--- src/rtl/core/jsu_pkg.sv ---
// Shared types, constants and helpers for the JSON string unescape unit.
package jsu_pkg;

  typedef enum logic [3:0] {
    PH_IDLE   = 4'd0,
    PH_BODY   = 4'd1,
    PH_ESC    = 4'd2,
    PH_HEX1   = 4'd3,
    PH_SUR_BS = 4'd4,
    PH_SUR_U  = 4'd5,
    PH_HEX2   = 4'd6,
    PH_DRAIN  = 4'd7
  } phase_e;

  typedef enum logic [2:0] {
    ST_OK        = 3'd0,
    ST_NO_OPEN   = 3'd1,
    ST_NO_CLOSE  = 3'd2,
    ST_SHORT_ESC = 3'd3,
    ST_NO_SECOND = 3'd4,
    ST_BAD_LOW   = 3'd5,
    ST_BAD_HEX   = 3'd6
  } status_e;

  localparam logic [7:0] CH_QUOTE  = 8'h22;
  localparam logic [7:0] CH_BSLASH = 8'h5C;
  localparam logic [7:0] CH_U      = 8'h75;

  localparam int unsigned MaxRes = 4;

  // One result word.
  typedef struct packed {
    logic [7:0] out_byte;
    logic       byte_valid;
    logic       last;
    status_e    status;
  } res_t;

  // Parser state carried from word to word.
  typedef struct packed {
    phase_e      phase;
    logic [1:0]  hex_cnt;
    logic [15:0] acc;
    logic [9:0]  hs;
  } pstate_t;

  // Decoder result: next state plus up to four result words.
  typedef struct packed {
    pstate_t          nxt;
    logic [2:0]       nres;
    res_t [MaxRes-1:0] res;
  } dec_t;

  // Hex digit value; bit 4 set for a non-hex byte.
  function automatic logic [4:0] hex_value(input logic [7:0] c);
    logic [4:0] v;
    v = 5'h10;
    if (c >= 8'h30 && c <= 8'h39) v = {1'b0, c[3:0]};
    else if ((c >= 8'h41 && c <= 8'h46) || (c >= 8'h61 && c <= 8'h66))
      v = {1'b0, c[3:0] + 4'd9};
    return v;
  endfunction

endpackage

--- src/rtl/core/jsu_in_if.sv ---
// Input channel: one string byte or end-of-stream marker per word.
interface jsu_in_if;
  logic       valid;
  logic       ready;
  logic       kind;
  logic [7:0] in_byte;

  modport source (output valid, output kind, output in_byte, input ready);
  modport sink   (input valid, input kind, input in_byte, output ready);
endinterface

--- src/rtl/core/jsu_out_if.sv ---
// Output channel: one decoded byte, end marker or error report per word.
interface jsu_out_if;
  logic       valid;
  logic       ready;
  logic [7:0] out_byte;
  logic       byte_valid;
  logic       last;
  logic [2:0] status;

  modport source (output valid, output out_byte, output byte_valid, output last,
                  output status, input ready);
  modport sink   (input valid, input out_byte, input byte_valid, input last,
                  input status, output ready);
endinterface

--- src/rtl/core/jsu_decode.sv ---
// Combinational per-word parser: state and input byte to next state and results.
module jsu_decode (
  input  jsu_pkg::pstate_t cur_i,
  input  logic             kind_i,
  input  logic [7:0]       byte_i,
  output jsu_pkg::dec_t    dec_o
);
  import jsu_pkg::*;

  function automatic res_t mk_byte(input logic [7:0] b);
    res_t r;
    r.out_byte   = b;
    r.byte_valid = 1'b1;
    r.last       = 1'b0;
    r.status     = ST_OK;
    return r;
  endfunction

  function automatic res_t mk_end(input status_e st);
    res_t r;
    r.out_byte   = 8'h00;
    r.byte_valid = 1'b0;
    r.last       = 1'b1;
    r.status     = st;
    return r;
  endfunction

  function automatic logic [7:0] simple_escape(input logic [7:0] c);
    logic [7:0] r;
    case (c)
      8'h62:   r = 8'h08;
      8'h66:   r = 8'h0C;
      8'h6E:   r = 8'h0A;
      8'h72:   r = 8'h0D;
      8'h74:   r = 8'h09;
      default: r = c;
    endcase
    return r;
  endfunction

  logic [4:0]  hv;
  logic [15:0] acc_n;
  logic [20:0] cp;

  assign hv    = hex_value(byte_i);
  assign acc_n = {cur_i.acc[11:0], hv[3:0]};
  assign cp    = 21'h10000 + {1'b0, cur_i.hs, acc_n[9:0]};

  always_comb begin
    dec_o.nxt  = cur_i;
    dec_o.nres = 3'd0;
    dec_o.res  = '0;
    if (kind_i) begin
      case (cur_i.phase)
        PH_IDLE: begin
          dec_o.res[0] = mk_end(ST_NO_OPEN);
          dec_o.nres   = 3'd1;
        end
        PH_BODY: begin
          dec_o.res[0] = mk_end(ST_NO_CLOSE);
          dec_o.nres   = 3'd1;
        end
        PH_ESC, PH_HEX1, PH_HEX2: begin
          dec_o.res[0] = mk_end(ST_SHORT_ESC);
          dec_o.nres   = 3'd1;
        end
        PH_SUR_BS, PH_SUR_U: begin
          dec_o.res[0] = mk_end(ST_NO_SECOND);
          dec_o.nres   = 3'd1;
        end
        default: ;
      endcase
      dec_o.nxt = '{phase: PH_IDLE, hex_cnt: 2'd0, acc: 16'h0000, hs: 10'h000};
    end else begin
      case (cur_i.phase)
        PH_IDLE: begin
          if (byte_i == CH_QUOTE) begin
            dec_o.nxt.phase = PH_BODY;
          end else begin
            dec_o.res[0]    = mk_end(ST_NO_OPEN);
            dec_o.nres      = 3'd1;
            dec_o.nxt.phase = PH_DRAIN;
          end
        end
        PH_BODY: begin
          if (byte_i == CH_QUOTE) begin
            dec_o.res[0]    = mk_end(ST_OK);
            dec_o.nres      = 3'd1;
            dec_o.nxt.phase = PH_DRAIN;
          end else if (byte_i == CH_BSLASH) begin
            dec_o.nxt.phase = PH_ESC;
          end else begin
            dec_o.res[0] = mk_byte(byte_i);
            dec_o.nres   = 3'd1;
          end
        end
        PH_ESC: begin
          if (byte_i == CH_U) begin
            dec_o.nxt.phase   = PH_HEX1;
            dec_o.nxt.hex_cnt = 2'd0;
            dec_o.nxt.acc     = 16'h0000;
          end else begin
            dec_o.res[0]    = mk_byte(simple_escape(byte_i));
            dec_o.nres      = 3'd1;
            dec_o.nxt.phase = PH_BODY;
          end
        end
        PH_HEX1, PH_HEX2: begin
          if (hv[4]) begin
            dec_o.res[0]    = mk_end(ST_BAD_HEX);
            dec_o.nres      = 3'd1;
            dec_o.nxt.phase = PH_DRAIN;
          end else begin
            dec_o.nxt.acc = acc_n;
            if (cur_i.hex_cnt == 2'd3) begin
              dec_o.nxt.hex_cnt = 2'd0;
              if (cur_i.phase == PH_HEX1) begin
                dec_o.nxt.phase = PH_BODY;
                if (acc_n <= 16'h007F) begin
                  dec_o.res[0] = mk_byte(acc_n[7:0]);
                  dec_o.nres   = 3'd1;
                end else if (acc_n <= 16'h07FF) begin
                  dec_o.res[0] = mk_byte({3'b110, acc_n[10:6]});
                  dec_o.res[1] = mk_byte({2'b10, acc_n[5:0]});
                  dec_o.nres   = 3'd2;
                end else if (acc_n inside {[16'hD800:16'hDBFF]}) begin
                  dec_o.nxt.hs    = acc_n[9:0];
                  dec_o.nxt.phase = PH_SUR_BS;
                end else begin
                  dec_o.res[0] = mk_byte({4'hE, acc_n[15:12]});
                  dec_o.res[1] = mk_byte({2'b10, acc_n[11:6]});
                  dec_o.res[2] = mk_byte({2'b10, acc_n[5:0]});
                  dec_o.nres   = 3'd3;
                end
              end else begin
                if (acc_n inside {[16'hDC00:16'hDFFF]}) begin
                  dec_o.res[0]    = mk_byte({5'b11110, cp[20:18]});
                  dec_o.res[1]    = mk_byte({2'b10, cp[17:12]});
                  dec_o.res[2]    = mk_byte({2'b10, cp[11:6]});
                  dec_o.res[3]    = mk_byte({2'b10, cp[5:0]});
                  dec_o.nres      = 3'd4;
                  dec_o.nxt.phase = PH_BODY;
                end else begin
                  dec_o.res[0]    = mk_end(ST_BAD_LOW);
                  dec_o.nres      = 3'd1;
                  dec_o.nxt.phase = PH_DRAIN;
                end
              end
            end else begin
              dec_o.nxt.hex_cnt = cur_i.hex_cnt + 2'd1;
            end
          end
        end
        PH_SUR_BS: begin
          if (byte_i == CH_BSLASH) begin
            dec_o.nxt.phase = PH_SUR_U;
          end else begin
            dec_o.res[0]    = mk_end(ST_NO_SECOND);
            dec_o.nres      = 3'd1;
            dec_o.nxt.phase = PH_DRAIN;
          end
        end
        PH_SUR_U: begin
          if (byte_i == CH_U) begin
            dec_o.nxt.phase   = PH_HEX2;
            dec_o.nxt.hex_cnt = 2'd0;
            dec_o.nxt.acc     = 16'h0000;
          end else begin
            dec_o.res[0]    = mk_end(ST_NO_SECOND);
            dec_o.nres      = 3'd1;
            dec_o.nxt.phase = PH_DRAIN;
          end
        end
        default: begin
          dec_o.nxt.phase = PH_DRAIN;
        end
      endcase
    end
  end

endmodule

--- src/rtl/core/json_string_unescape_utf8_unit.sv ---
// Path: a word is held in the input register, then decoded into the result buffer, which feeds the output.
// Throughput: one input word per cycle while each yields at most one result and the output is ready;
//   a \u escape that encodes to N bytes holds the input side until they leave by the single output port.
// The input register takes a new word while results of the previous one still drain.
// Reset (rst_ni low, asynchronous): parser idle awaiting the opening quote, buffers empty.
// Output words for one input word leave in order from a four-entry result buffer.
module json_string_unescape_utf8_unit (
  input logic clk_i,
  input logic rst_ni,
  jsu_in_if.sink    in_i,
  jsu_out_if.source out_o
);
  import jsu_pkg::*;

  // Input register (skid between input handshake and decoder).
  logic       in_full_q;
  logic       kind_q;
  logic [7:0] byte_q;

  // Parser state.
  pstate_t st_q;
  dec_t    dec;

  // Result buffer: results of one decoded word, read out by pointer.
  res_t [MaxRes-1:0] res_q;
  logic [2:0]        cnt_q;
  logic [1:0]        rd_q;

  logic pop;
  logic load;

  jsu_decode u_decode (
    .cur_i  (st_q),
    .kind_i (kind_q),
    .byte_i (byte_q),
    .dec_o  (dec)
  );

  assign pop  = out_o.valid && out_o.ready;
  // The buffer is free for the next decode once its last word leaves.
  assign load = in_full_q && ((cnt_q == 3'd0) || ((cnt_q == 3'd1) && out_o.ready));

  assign in_i.ready = !in_full_q || load;

  assign out_o.valid      = (cnt_q != 3'd0);
  assign out_o.out_byte   = res_q[rd_q].out_byte;
  assign out_o.byte_valid = res_q[rd_q].byte_valid;
  assign out_o.last       = res_q[rd_q].last;
  assign out_o.status     = res_q[rd_q].status;

  always_ff @(posedge clk_i or negedge rst_ni) begin
    if (!rst_ni) begin
      in_full_q <= 1'b0;
    end else if (in_i.valid && in_i.ready) begin
      in_full_q <= 1'b1;
    end else if (load) begin
      in_full_q <= 1'b0;
    end
  end

  always_ff @(posedge clk_i) begin
    if (in_i.valid && in_i.ready) begin
      kind_q <= in_i.kind;
      byte_q <= in_i.in_byte;
    end
  end

  always_ff @(posedge clk_i or negedge rst_ni) begin
    if (!rst_ni) begin
      st_q  <= '{phase: PH_IDLE, hex_cnt: 2'd0, acc: 16'h0000, hs: 10'h000};
      cnt_q <= 3'd0;
      rd_q  <= 2'd0;
    end else if (load) begin
      st_q  <= dec.nxt;
      cnt_q <= dec.nres;
      rd_q  <= 2'd0;
    end else if (pop) begin
      cnt_q <= cnt_q - 3'd1;
      rd_q  <= rd_q + 2'd1;
    end
  end

  always_ff @(posedge clk_i) begin
    if (load) begin
      res_q <= dec.res;
    end
  end

  // Buffer never overfills.
  a_cnt_range: assert property (@(posedge clk_i) disable iff (!rst_ni)
    cnt_q <= 3'd4)
    else $error("result count out of range");

  // End and error words are always alone, so they are the final word in the buffer.
  a_last_alone: assert property (@(posedge clk_i) disable iff (!rst_ni)
    (out_o.valid && out_o.last) |-> (cnt_q == 3'd1))
    else $error("last word not final in buffer");

  // A decode loads exactly the number of results the decoder produced.
  a_load_count: assert property (@(posedge clk_i) disable iff (!rst_ni)
    load |=> (cnt_q == $past(dec.nres)))
    else $error("result count mismatch after load");

  // A decode never overwrites words still waiting.
  a_no_overwrite: assert property (@(posedge clk_i) disable iff (!rst_ni)
    load |-> ((cnt_q == 3'd0) || pop))
    else $error("result buffer overwritten");

endmodule
--- src/flat_wrapper.sv ---
// flat-port wrapper written by rule: the top's interface ports become plain ports
module json_string_unescape_utf8_unit_flat import jsu_pkg::*;
  (clk_i, rst_ni, in_i_valid, in_i_kind, in_i_in_byte, in_i_ready, out_o_valid, out_o_out_byte, out_o_byte_valid, out_o_last, out_o_status, out_o_ready);
  jsu_in_if in_i_i ();
  jsu_out_if out_o_i ();
  input logic clk_i;
  input logic rst_ni;
  input wire logic [$bits(in_i_i.valid)-1:0] in_i_valid;
  input wire logic [$bits(in_i_i.kind)-1:0] in_i_kind;
  input wire logic [$bits(in_i_i.in_byte)-1:0] in_i_in_byte;
  output wire logic [$bits(in_i_i.ready)-1:0] in_i_ready;
  output wire logic [$bits(out_o_i.valid)-1:0] out_o_valid;
  output wire logic [$bits(out_o_i.out_byte)-1:0] out_o_out_byte;
  output wire logic [$bits(out_o_i.byte_valid)-1:0] out_o_byte_valid;
  output wire logic [$bits(out_o_i.last)-1:0] out_o_last;
  output wire logic [$bits(out_o_i.status)-1:0] out_o_status;
  input wire logic [$bits(out_o_i.ready)-1:0] out_o_ready;
  assign in_i_i.valid = in_i_valid;
  assign in_i_i.kind = in_i_kind;
  assign in_i_i.in_byte = in_i_in_byte;
  assign in_i_ready = in_i_i.ready;
  assign out_o_valid = out_o_i.valid;
  assign out_o_out_byte = out_o_i.out_byte;
  assign out_o_byte_valid = out_o_i.byte_valid;
  assign out_o_last = out_o_i.last;
  assign out_o_status = out_o_i.status;
  assign out_o_i.ready = out_o_ready;
  json_string_unescape_utf8_unit u_core (.clk_i(clk_i), .rst_ni(rst_ni), .in_i(in_i_i), .out_o(out_o_i));
endmodule
--- config.mk ---
export PLATFORM = sky130hd
export DESIGN_NAME = json_string_unescape_utf8_unit_flat
export DESIGN_NICKNAME = d
export VERILOG_FILES = /design/src/rtl/core/jsu_pkg.sv /design/src/rtl/core/jsu_in_if.sv /design/src/rtl/core/jsu_out_if.sv /design/src/rtl/core/jsu_decode.sv /design/src/rtl/core/json_string_unescape_utf8_unit.sv /design/src/flat_wrapper.sv
export SDC_FILE = /design/constraint.sdc
export NUM_CORES = 1
export LEC_CHECK = 0
export BUFFER_PORTS_ARGS = -buffer_cell sky130_fd_sc_hd__buf_4
export CAP_MARGIN = 20
export CORE_MARGIN = 3
export CORE_UTILIZATION = 60
export DETAILED_ROUTE_END_ITERATION = 16
export PLACE_DENSITY_LB_ADDON = 0.12
export SYNTH_ARGS = -nofsm -noshare
export SYNTH_HDL_FRONTEND = slang
export SYNTH_SLANG_ARGS = --single-unit
--- constraint.sdc ---
create_clock -name clk_i -period 8.2 [get_ports clk_i]
set_clock_uncertainty 0.15 [all_clocks]
set_input_delay 0 -clock clk_i [delete_from_list [all_inputs] [get_ports clk_i]]
set_output_delay 0 -clock clk_i [all_outputs]
set_load 0.005 [all_outputs]
==> results of run 1 <==
report_power, final:
part | total, mW | leakage, nW | internal [mW] | switching [mW]
registers | 0.608 | 0.847 | 0.511 | 0.0971
logic | 0.496 | 0.947 | 0.229 | 0.267
clock network | 0.302 | 0.0984 | 0.145 | 0.157
total | 1.41 | 1.89 | 0.885 | 0.521
cells in the mapped netlist, types with 4 or more instances:
library cell / count
nand2b_1: 5
a21o_1: 4
o21ai_0: 28
mux4_2: 8
buf_2: 5
inv_1: 15
a22oi_1: 5
a21oi_1: 23
edfxtp_1: 43
clkbuf_1: 16
a22o_1: 29
nor2_1: 20
nand4_1: 6
o22ai_1: 5
dfrtp_1: 33
nor4_1: 4
nand3_1: 7
o21ai_1: 6
or3_1: 4
ha_1: 9
nor3_1: 15
and2_1: 14
nand2_1: 40
registers in the layout, indices dropped and copies added, names as in the netlist:
signal	cells
u_core.rd_q	2
u_core.kind_q	1
u_core.st_q	27
u_core.in_full_q	1
u_core.cnt_q	3
u_core.res_q	34
u_core.byte_q	8
per-layer routing:
metal | routed length, µm | GRT usage, % | share of wire [%] | vias up
li1 | - | - | - | 1707
met2 | 5398 | 44.23 | 47 | 232
met5 | 0 | 0 | 0 | -
met4 | 247 | 9.282 | 2.1 | 0
met3 | 1008 | 5.605 | 8.7 | 27
met1 | 4891 | 40.16 | 42 | 1800
stage by stage:
stage,cells,utilization (%),instance area (µm²),setup WS [ns]
after floorplan,423,-,4478,5.534
after CTS,554,72.10,5061,5.189
final,554,72.10,5061,5.111
after global placement,524,67.02,4705,5.328
after detailed placement,524,67.02,4705,5.179
after global routing,554,72.10,5061,4.869
path summary, 6_finish.rpt:
| kind | startpoint | end | slack (ns) | cells after the start |
|---|---|---|---|---|
| setup / recovery | u_core.byte_q[0]$_DFFE_PP_ | u_core.st_q[16]$_DFFE_PN0P_ | 5.11 | 7 |
| hold reg to reg | u_core.st_q[2]$_DFFE_PN0P_ | u_core.st_q[2]$_DFFE_PN0P_ | 0.34 | 2 |
| hold / removal | in_i_in_byte[3] | u_core.byte_q[3]$_DFFE_PP_ | 0.21 | 2 |
| max in group asynchronous | rst_ni | u_core.st_q[21]$_DFFE_PN0P_ | 7.20 | 4 |
| min in group asynchronous | rst_ni | u_core.st_q[1]$_DFFE_PN0P_ | 0.36 | 3 |
| setup reg to reg | u_core.byte_q[0]$_DFFE_PP_ | u_core.st_q[16]$_DFFE_PN0P_ | 5.11 | 7 |
layout make-up:
class	count	share of cell area [%]
multi-input cells	306	43.02
flip-flops and latches	76	41.83
repair buffers	44	7.417
clock buffers	9	2.447
well taps	96	2.373
clock inverters	7	1.632
inverters	16	1.286
cell families after synthesis:
| group | after synthesis |
|---|---|
| buffers and inverters | 41 |
| AO/OA/AOI/OAI | 137 |
| XOR/XNOR | 5 |
| flip-flops | 76 |
| AND/OR/NAND/NOR | 143 |
| adder cells (fa/ha/maj) | 9 |
| multiplexers | 12 |
critical path: cells and delay by family (launching register included):
family          cells  cell delay [ns]
buf+inv             2             0.25
flops               1             0.50
compound gates      4             1.88
fa+ha+maj           1             0.25
==> results.ini, run 1 <==
[clock_tree]
post-cts-setup-buffers = 0
holdBufCountCts = 14
htree_num_levels = 3
cts_tree = done
clock_sinks = 76
clockBufferDepth = 2
cts_buffers = 9
clkTransAtPathRegs_ns = 0.09
ctsResizeCount = 0
cts-root-buf = clkbuf_8
insertion_delay_ns = 0.36

[pwr]
powerDensity_mw_per_mm2 = 277.9
ir_worst_vdd_mv = 0.1695
totalPowerFinal_mw = 1.406
cellLeakagePower_nw = 1.892

[logic_synthesis]
synth_top_area_share_pct = 28.83
ys_seq_elements = 76
synth_async_sr_flop_share_pct = 43.42
synthAdderAreaFrac_pct = 2.515
muxShareOfSynthArea_pct = 4.946
synth-main-ff-cell = edfxtp_1
synth_edf_count = 43
synthTopCellsByArea = edfxtp_1, dfrtp_1, a22o_1
synth_area_leader_cell = edfxtp_1
synth_cells = 423
yosys.area_share.simple_pct = 17.99
yosysUniqueCellTypes = 75
syn_nets = 445
yosysSeqAreaShare_pct = 47.28
synth_xor_area_share_pct = 0.9779
synth_top_family_by_area = compound AO/OA/AOI/OAI gates
synth_area_mm2 = 0.004478
syn_avg_cell_area_um2 = 10.59
synth_compound_area_share_pct = 22.18
synth_warnings = 0

[drt]
viasPerCell = 6.798
wl_mm = 11.55
wire_per_inst_um = 20.84
drtAntennaViolNets = 0
via_count = 3766
drt_first_pass_iters = 6
dr.first_iter.drc_count = 427
drc = 0

[global_routing]
antenna_found_initial = 0
grt_use_total_pct = 28.41
grt_max_degree = 41
grt_pass1_vias = 3586
overflow = 0
grt_pass1_wl_mm = 18.86

[timing]
min_period_ns = 3.089
post-route-period-util_pct = 37.67
tightest_slew_ns = 1.022
hold_viol_final = 0
finalSetupViolCount = 0
relSlewSlack_pct = 31.48
whs_ns = 0.2117
maxSlewViolCount = 0
tns_ns = 0
rsz0062_at_grt = false
clock.fmax_ghz = 0.3238

[job]
maxCapViolCount = 0

[finish]
register_area_mm2 = 0.002117
multiInputGateArea_mm2 = 0.002177
fillers = 511
fin_nets = 475
final_common_cell = edfxtp_1
syn2layout_area_growth_pct = 13.02
num_antenna_cells = 0
drive_gt1_share_pct = 15.72
layout_common_cells = edfxtp_1, nand2_1, dfrtp_1

[worst_setup_path]
worstPathMaxFanout = 14
cp-end-kind = register
worst_setup_path_start_kind = register
timing.critical_path.mode_cell = inv_1
worstSetupPathType = reg2reg
critPathMaxStageDelay_ns = 0.90
crit_slowest_cell = o31ai_2
required_ns = 8.34
crit_chain = inv_1, ha_1, inv_1, o311ai_2, a21oi_1, o31ai_2, a22o_1
arrival_ns = 3.23

[placed_design]
port-buffer-count = 27
gp_congestion = 0.9665
place_hpwl_mm = 8.142

[floorplanning]
start_util_pct = 63.80
std_cell_rows = 30
core-area_mm2 = 0.007019
io-pin-count = 28
dieArea_mm2 = 0.008536
fp.dieW_um = 92.39
die_h_um = 92.39

[worst_hold_path]
hold_class = in2reg

[status]
status = finished, final reports clean

Power figures use the tool's default switching activity.
==> run 2, diff against run 1 <==
--- a/config.mk
+++ b/config.mk
@@ -8,7 +8,7 @@
 export BUFFER_PORTS_ARGS = -buffer_cell sky130_fd_sc_hd__buf_4
 export CAP_MARGIN = 20
 export CORE_MARGIN = 3
-export CORE_UTILIZATION = 60
+export CORE_UTILIZATION = 55
 export DETAILED_ROUTE_END_ITERATION = 16
 export PLACE_DENSITY_LB_ADDON = 0.12
 export SYNTH_ARGS = -nofsm -noshare
==> constraint.sdc (replaced) <==
create_clock -name clk_i -period 2.8 [get_ports clk_i]
set_clock_uncertainty 0.15 [all_clocks]
set_input_delay 0 -clock clk_i [delete_from_list [all_inputs] [get_ports clk_i]]
set_output_delay 0 -clock clk_i [all_outputs]
set_load 0.005 [all_outputs]
==> results.ini, run 2 (synthesis results as in run 1) <==
[timing]
tns_ns = 0
relSlewSlack_pct = 49.94
post-route-period-util_pct = 96.74
tightest_slew_ns = 0.7320
finalSetupViolCount = 0
clock.fmax_ghz = 0.3692
hold_viol_final = 0
min_period_ns = 2.709
whs_ns = 0.2061
maxSlewViolCount = 0

[global_routing]
overflow = 0
grt_pass1_wl_mm = 19.39
gr-usage-met3_pct = 5.864
antenna_found_initial = 0
use_met2_pct = 42.84
grt_max_degree = 31
top_usage_layer = met2
use_met1_pct = 40.37
grt_use_total_pct = 28.20
grt_pass1_vias = 3662

[clock_tree]
cts-root-buf = clkbuf_8
clock_sinks = 76
insertion_delay_ns = 0.36
clkTransAtPathRegs_ns = 0.09
clockBufferDepth = 2
cts_tree = done
htree_num_levels = 3
cts_buffers = 9

[drt]
drc = 0
wl_mm = 12.46
via_count = 3898
wire_per_inst_um = 20.90
drt_first_pass_iters = 6
dr.first_iter.drc_count = 605
drtAntennaViolNets = 0
viasPerCell = 6.540

[finish]
reg.largest.list = u_core.res_q (34), u_core.st_q (27), u_core.byte_q (8)
largest_register_ffs = 34
layout_common_cells = buf_4, edfxtp_1, nand2_1
syn2layout_area_growth_pct = 20.73
fin_nets = 511
regMostFlops = u_core.res_q
design_area_mm2 = 0.005406
final_common_cell = buf_4
drive_gt1_share_pct = 22.67
num_antenna_cells = 0

[placed_design]
post_dp_cell_area_mm2 = 0.004957
gp_congestion = 0.9976
port-buffer-count = 27
place_hpwl_mm = 8.977

[floorplanning]
fp.dieW_um = 96.23
die_h_um = 96.23
dieArea_mm2 = 0.009260
io-pin-count = 28
core-area_mm2 = 0.007807
start_util_pct = 57.36
std_cell_rows = 32

[worst_setup_path]
ff2ff_path_depth = 8
crit_buf_inv = 1
r2r_start = u_core.byte_q[1]$_DFFE_PP_
worstSetupPathType = reg2reg
worstPathMaxFanout = 5
regToRegSetupSlack_ns = 0.09
crit_slowest_cell = or4_1
worst_setup_path_start_kind = register
arrival_ns = 2.73
required_ns = 2.82
crit_chain = buf_4, ha_1, and3b_1, and2_1, or4_1, o21ai_0, a22oi_1, o22ai_1
critPathMaxStageDelay_ns = 0.55
cp_top_family = simple AND/OR/NAND/NOR gates
regToRegEndpoint = u_core.res_q[5]$_SDFFCE_PP0P_
cp-end-kind = register

[worst_hold_path]
worstHoldStart = in_i_in_byte[3]
hold_class = in2reg
hold_end = u_core.byte_q[3]$_DFFE_PP_
min_path_cells = 2

[pwr]
cellLeakagePower_nw = 2.088
ir_worst_vdd_mv = 0.4577
powerDensity_mw_per_mm2 = 811.1

[job]
maxCapViolCount = 0

[status]
status = finished, final reports clean

run 2: worst register-to-register path: stages (launching register included):
cell and delay [ns]:
edfxtp_1 0.46, buf_4 0.18, ha_1 0.20, and3b_1 0.24, and2_1 0.20, or4_1 0.55
o21ai_0 0.11, a22oi_1 0.15, o22ai_1 0.28
run 2: metal layers:
layer  vias to the layer above  wire length [µm]
met5                         -                 0
met4                         0               255
met3                        34              1022
met2                       213              5895
met1                      1884              5285
li1                       1767                 -
run 2: final cells by class:
cell class                      count  area, µm²
Fill cell                         568       2401
Multi-Input combinational cell    306       2210
Sequential cell                    76       2117
Timing Repair Buffer               80      658.1
Tap cell                          102      127.6
Clock buffer                        9      123.9
Clock inverter                      7      105.1
Inverter                           16      65.06
run 2: power breakdown:
group | internal, mW | switching (mW)
Clock | 0.518 | 0.460
Sequential | 1.50 | 0.204
Combinational | 0.794 | 0.913
run 2: worst max-delay path by stage:
stage                                      startpoint                        endpoint  slack [ns]  cells after the start
after CTS                  u_core.byte_q[1]$_DFFE_PP_  u_core.res_q[23]$_SDFFCE_PP0P_        0.01                      9
after floorplan           u_core.cnt_q[0]$_DFFE_PN0P_     u_core.st_q[13]$_DFFE_PN0P_        0.13                      9
after global routing       u_core.byte_q[1]$_DFFE_PP_   u_core.res_q[5]$_SDFFCE_PP0P_      -0.002                      8
after detailed placement   u_core.byte_q[1]$_DFFE_PP_  u_core.res_q[20]$_SDFFCE_PP0P_       -0.07                      8
final                      u_core.byte_q[1]$_DFFE_PP_   u_core.res_q[5]$_SDFFCE_PP0P_        0.09                      8
after global placement     u_core.byte_q[1]$_DFFE_PP_  u_core.res_q[20]$_SDFFCE_PP0P_        0.09                      8
run 2: what timing repair did:
action | in CTS | in global routing
resized for setup | 1 | 5
buffers inserted | 0 | 5
setup endpoints to repair | 8 | 48
pin swaps | 0 | 0
hold buffers | 14 | 0
hold endpoints to repair | 44 | 0
run 2: per-stage QoR:
stage	worst slack, ns	std cells	utilization [%]	total power [mW]
6_report	0.09127	596	69.25	4.385
5_1_grt	-0.002103	596	69.25	4.636
4_1_cts	0.01037	591	68.48	4.352
3_5_place_dp	-0.07430	561	63.49	3.362
3_3_place_gp	0.09381	561	63.49	3.331
2_1_floorplan	0.1335	423	-	2.698
==> run 3, diff against run 2 <==
--- a/config.mk
+++ b/config.mk
@@ -8,7 +8,7 @@
 export BUFFER_PORTS_ARGS = -buffer_cell sky130_fd_sc_hd__buf_4
 export CAP_MARGIN = 20
 export CORE_MARGIN = 3
-export CORE_UTILIZATION = 55
+export CORE_UTILIZATION = 50
 export DETAILED_ROUTE_END_ITERATION = 16
 export PLACE_DENSITY_LB_ADDON = 0.12
 export SYNTH_ARGS = -nofsm -noshare
==> constraint.sdc (replaced) <==
create_clock -name clk_i -period 2.97 [get_ports clk_i]
set_clock_uncertainty 0.15 [all_clocks]
set_input_delay 0 -clock clk_i [delete_from_list [all_inputs] [get_ports clk_i]]
set_output_delay 0 -clock clk_i [all_outputs]
set_load 0.005 [all_outputs]
==> results.ini, run 3 (synthesis results as in run 1) <==
[global_routing]
grt_pass1_wl_mm = 18.93
grt_pass1_vias = 3607
grt_max_degree = 32
antenna_found_initial = 0
grt_use_total_pct = 24.31
overflow = 0

[finish]
num_antenna_cells = 0
syn2layout_area_growth_pct = 17.41
regMostFlops = u_core.res_q
fillers = 686
largest_register_ffs = 34
reg.largest.list = u_core.res_q (34), u_core.st_q (27), u_core.byte_q (8)
layout_common_cells = buf_4, edfxtp_1, nand2_1
design_area_mm2 = 0.005258
drive_gt1_share_pct = 19.83
fin_nets = 496
multiInputGateArea_mm2 = 0.002202
final_common_cell = buf_4
register_area_mm2 = 0.002117

[pwr]
ir_worst_vdd_mv = 0.3165
cellLeakagePower_nw = 1.998
switchingPower_mw = 1.454
p_int_mw = 2.520
power_frac_seq_pct = 40.3
powerDensity_mw_per_mm2 = 755.9
pwr-share-comb_pct = 38.8
p_clk_share_pct = 20.9
switching_share_pct = 36.59

[timing]
post-route-period-util_pct = 95.43
tns_ns = 0
tightest_slew_ns = 0.6999
finalSetupViolCount = 0
maxSlewViolCount = 0
relSlewSlack_pct = 52.13
min_period_ns = 2.834
hold_viol_final = 0
rsz0062_at_grt = false
clock.fmax_ghz = 0.3528
layout_setup_ws_ns = 0.1356

[floorplanning]
core-area_mm2 = 0.008464
start_util_pct = 52.90
std_cell_rows = 33
fp.dieW_um = 100.6
die_h_um = 100.6
io-pin-count = 28
dieArea_mm2 = 0.01013

[clock_tree]
cts_tree = done
cts_buffers = 9
clkTransAtPathRegs_ns = 0.09
insertion_delay_ns = 0.35
cts-root-buf = clkbuf_8
htree_num_levels = 3
clockBufferDepth = 2
clock_sinks = 76

[drt]
dr.first_iter.drc_count = 431
wire_per_inst_um = 20.43
via_count = 3791
viasPerCell = 6.491
drtAntennaViolNets = 0
wl_mm = 11.93
drc = 0
drt_first_pass_iters = 6

[worst_hold_path]
hold_class = in2reg
min_path_cells = 2

[worst_setup_path]
arrival_ns = 2.76
cp-end-kind = register
worstPathMaxFanout = 7
required_ns = 2.90
ff2ff_path_depth = 6
crit_chain = or3b_1, o31ai_4, nor4_1, or2_1, a21oi_1, o211ai_1
worst_setup_path_start_kind = register
cp_top_family = simple AND/OR/NAND/NOR gates
worstSetupPathType = reg2reg
crit_buf_inv = 0
cp.depth = 6
crit_slowest_cell = or3b_1
critPathMaxStageDelay_ns = 0.54

[placed_design]
post_dp_cell_area_mm2 = 0.004886
gp_congestion = 0.9627
place_hpwl_mm = 8.715
dpl_worst_slack_ns = 0.09861
port-buffer-count = 27

[job]
maxCapViolCount = 0

[status]
status = finished, final reports clean

==> run 3: power groups by stage <==
stage	sequential [mW]	combinational, mW	clock, mW
after floorplan	1.51	1.04	0
after global placement	1.62	1.49	0
after detailed placement	1.63	1.50	0
after CTS	1.60	1.52	0.840
after global routing	1.63	1.68	0.883
final	1.60	1.54	0.831
==> run 3: routing by layer <==
metal / vias up / GRT usage (%) / part of all wire [%]
li1: 1737 / - / -
met2: 196 / 37.11 / 45
met4: 0 / 10.98 / 3.2
met5: - / 0 / 0
met3: 44 / 3.737 / 7.8
met1: 1814 / 34.22 / 44
==> run 3: area by class of cell <==
class	count	area share (%)
clock buffers	9	2.356
clock inverters	7	1.571
inverters	16	1.238
multi-input cells	306	41.88
flip-flops and latches	76	40.27
well taps	105	2.499
repair buffers	65	10.19
==> run 3: stage by stage <==
| step | cells | utilization (%) | power [mW] | hold WS [ns] |
|---|---|---|---|---|
| finish | 584 | 62.11 | 3.974 | 0.2147 |
| global route | 584 | 62.11 | 4.195 | 0.2154 |
| CTS | 584 | 61.82 | 3.967 | 0.2028 |
| detailed placement | 554 | 57.72 | 3.131 | -0.1726 |
| global placement | 554 | 57.72 | 3.108 | -0.1809 |
| floorplan | 423 | - | 2.544 | -0.4456 |
==> run 3: timing repair <==
item | in CTS | in global routing
setup buffers | 0 | 0
hold buffers | 14 | 0
resized for setup | 0 | 5
hold endpoints to repair | 44 | 0
setup endpoints to repair | 0 | 26
==> run 3: final timing paths <==
path / start / end / slack (ns)
worst max-delay path: u_core.byte_q[7]$_DFFE_PP_ / u_core.res_q[7]$_SDFFCE_PP0P_ / 0.14
worst min-delay path: in_i_in_byte[0] / u_core.byte_q[0]$_DFFE_PP_ / 0.21
worst max register to register: u_core.byte_q[7]$_DFFE_PP_ / u_core.res_q[7]$_SDFFCE_PP0P_ / 0.14
worst min register to register: u_core.st_q[2]$_DFFE_PN0P_ / u_core.st_q[2]$_DFFE_PN0P_ / 0.35
max in group asynchronous: rst_ni / u_core.rd_q[1]$_DFFE_PN0P_ / 1.05
min in group asynchronous: rst_ni / u_core.st_q[1]$_DFFE_PN0P_ / 0.48
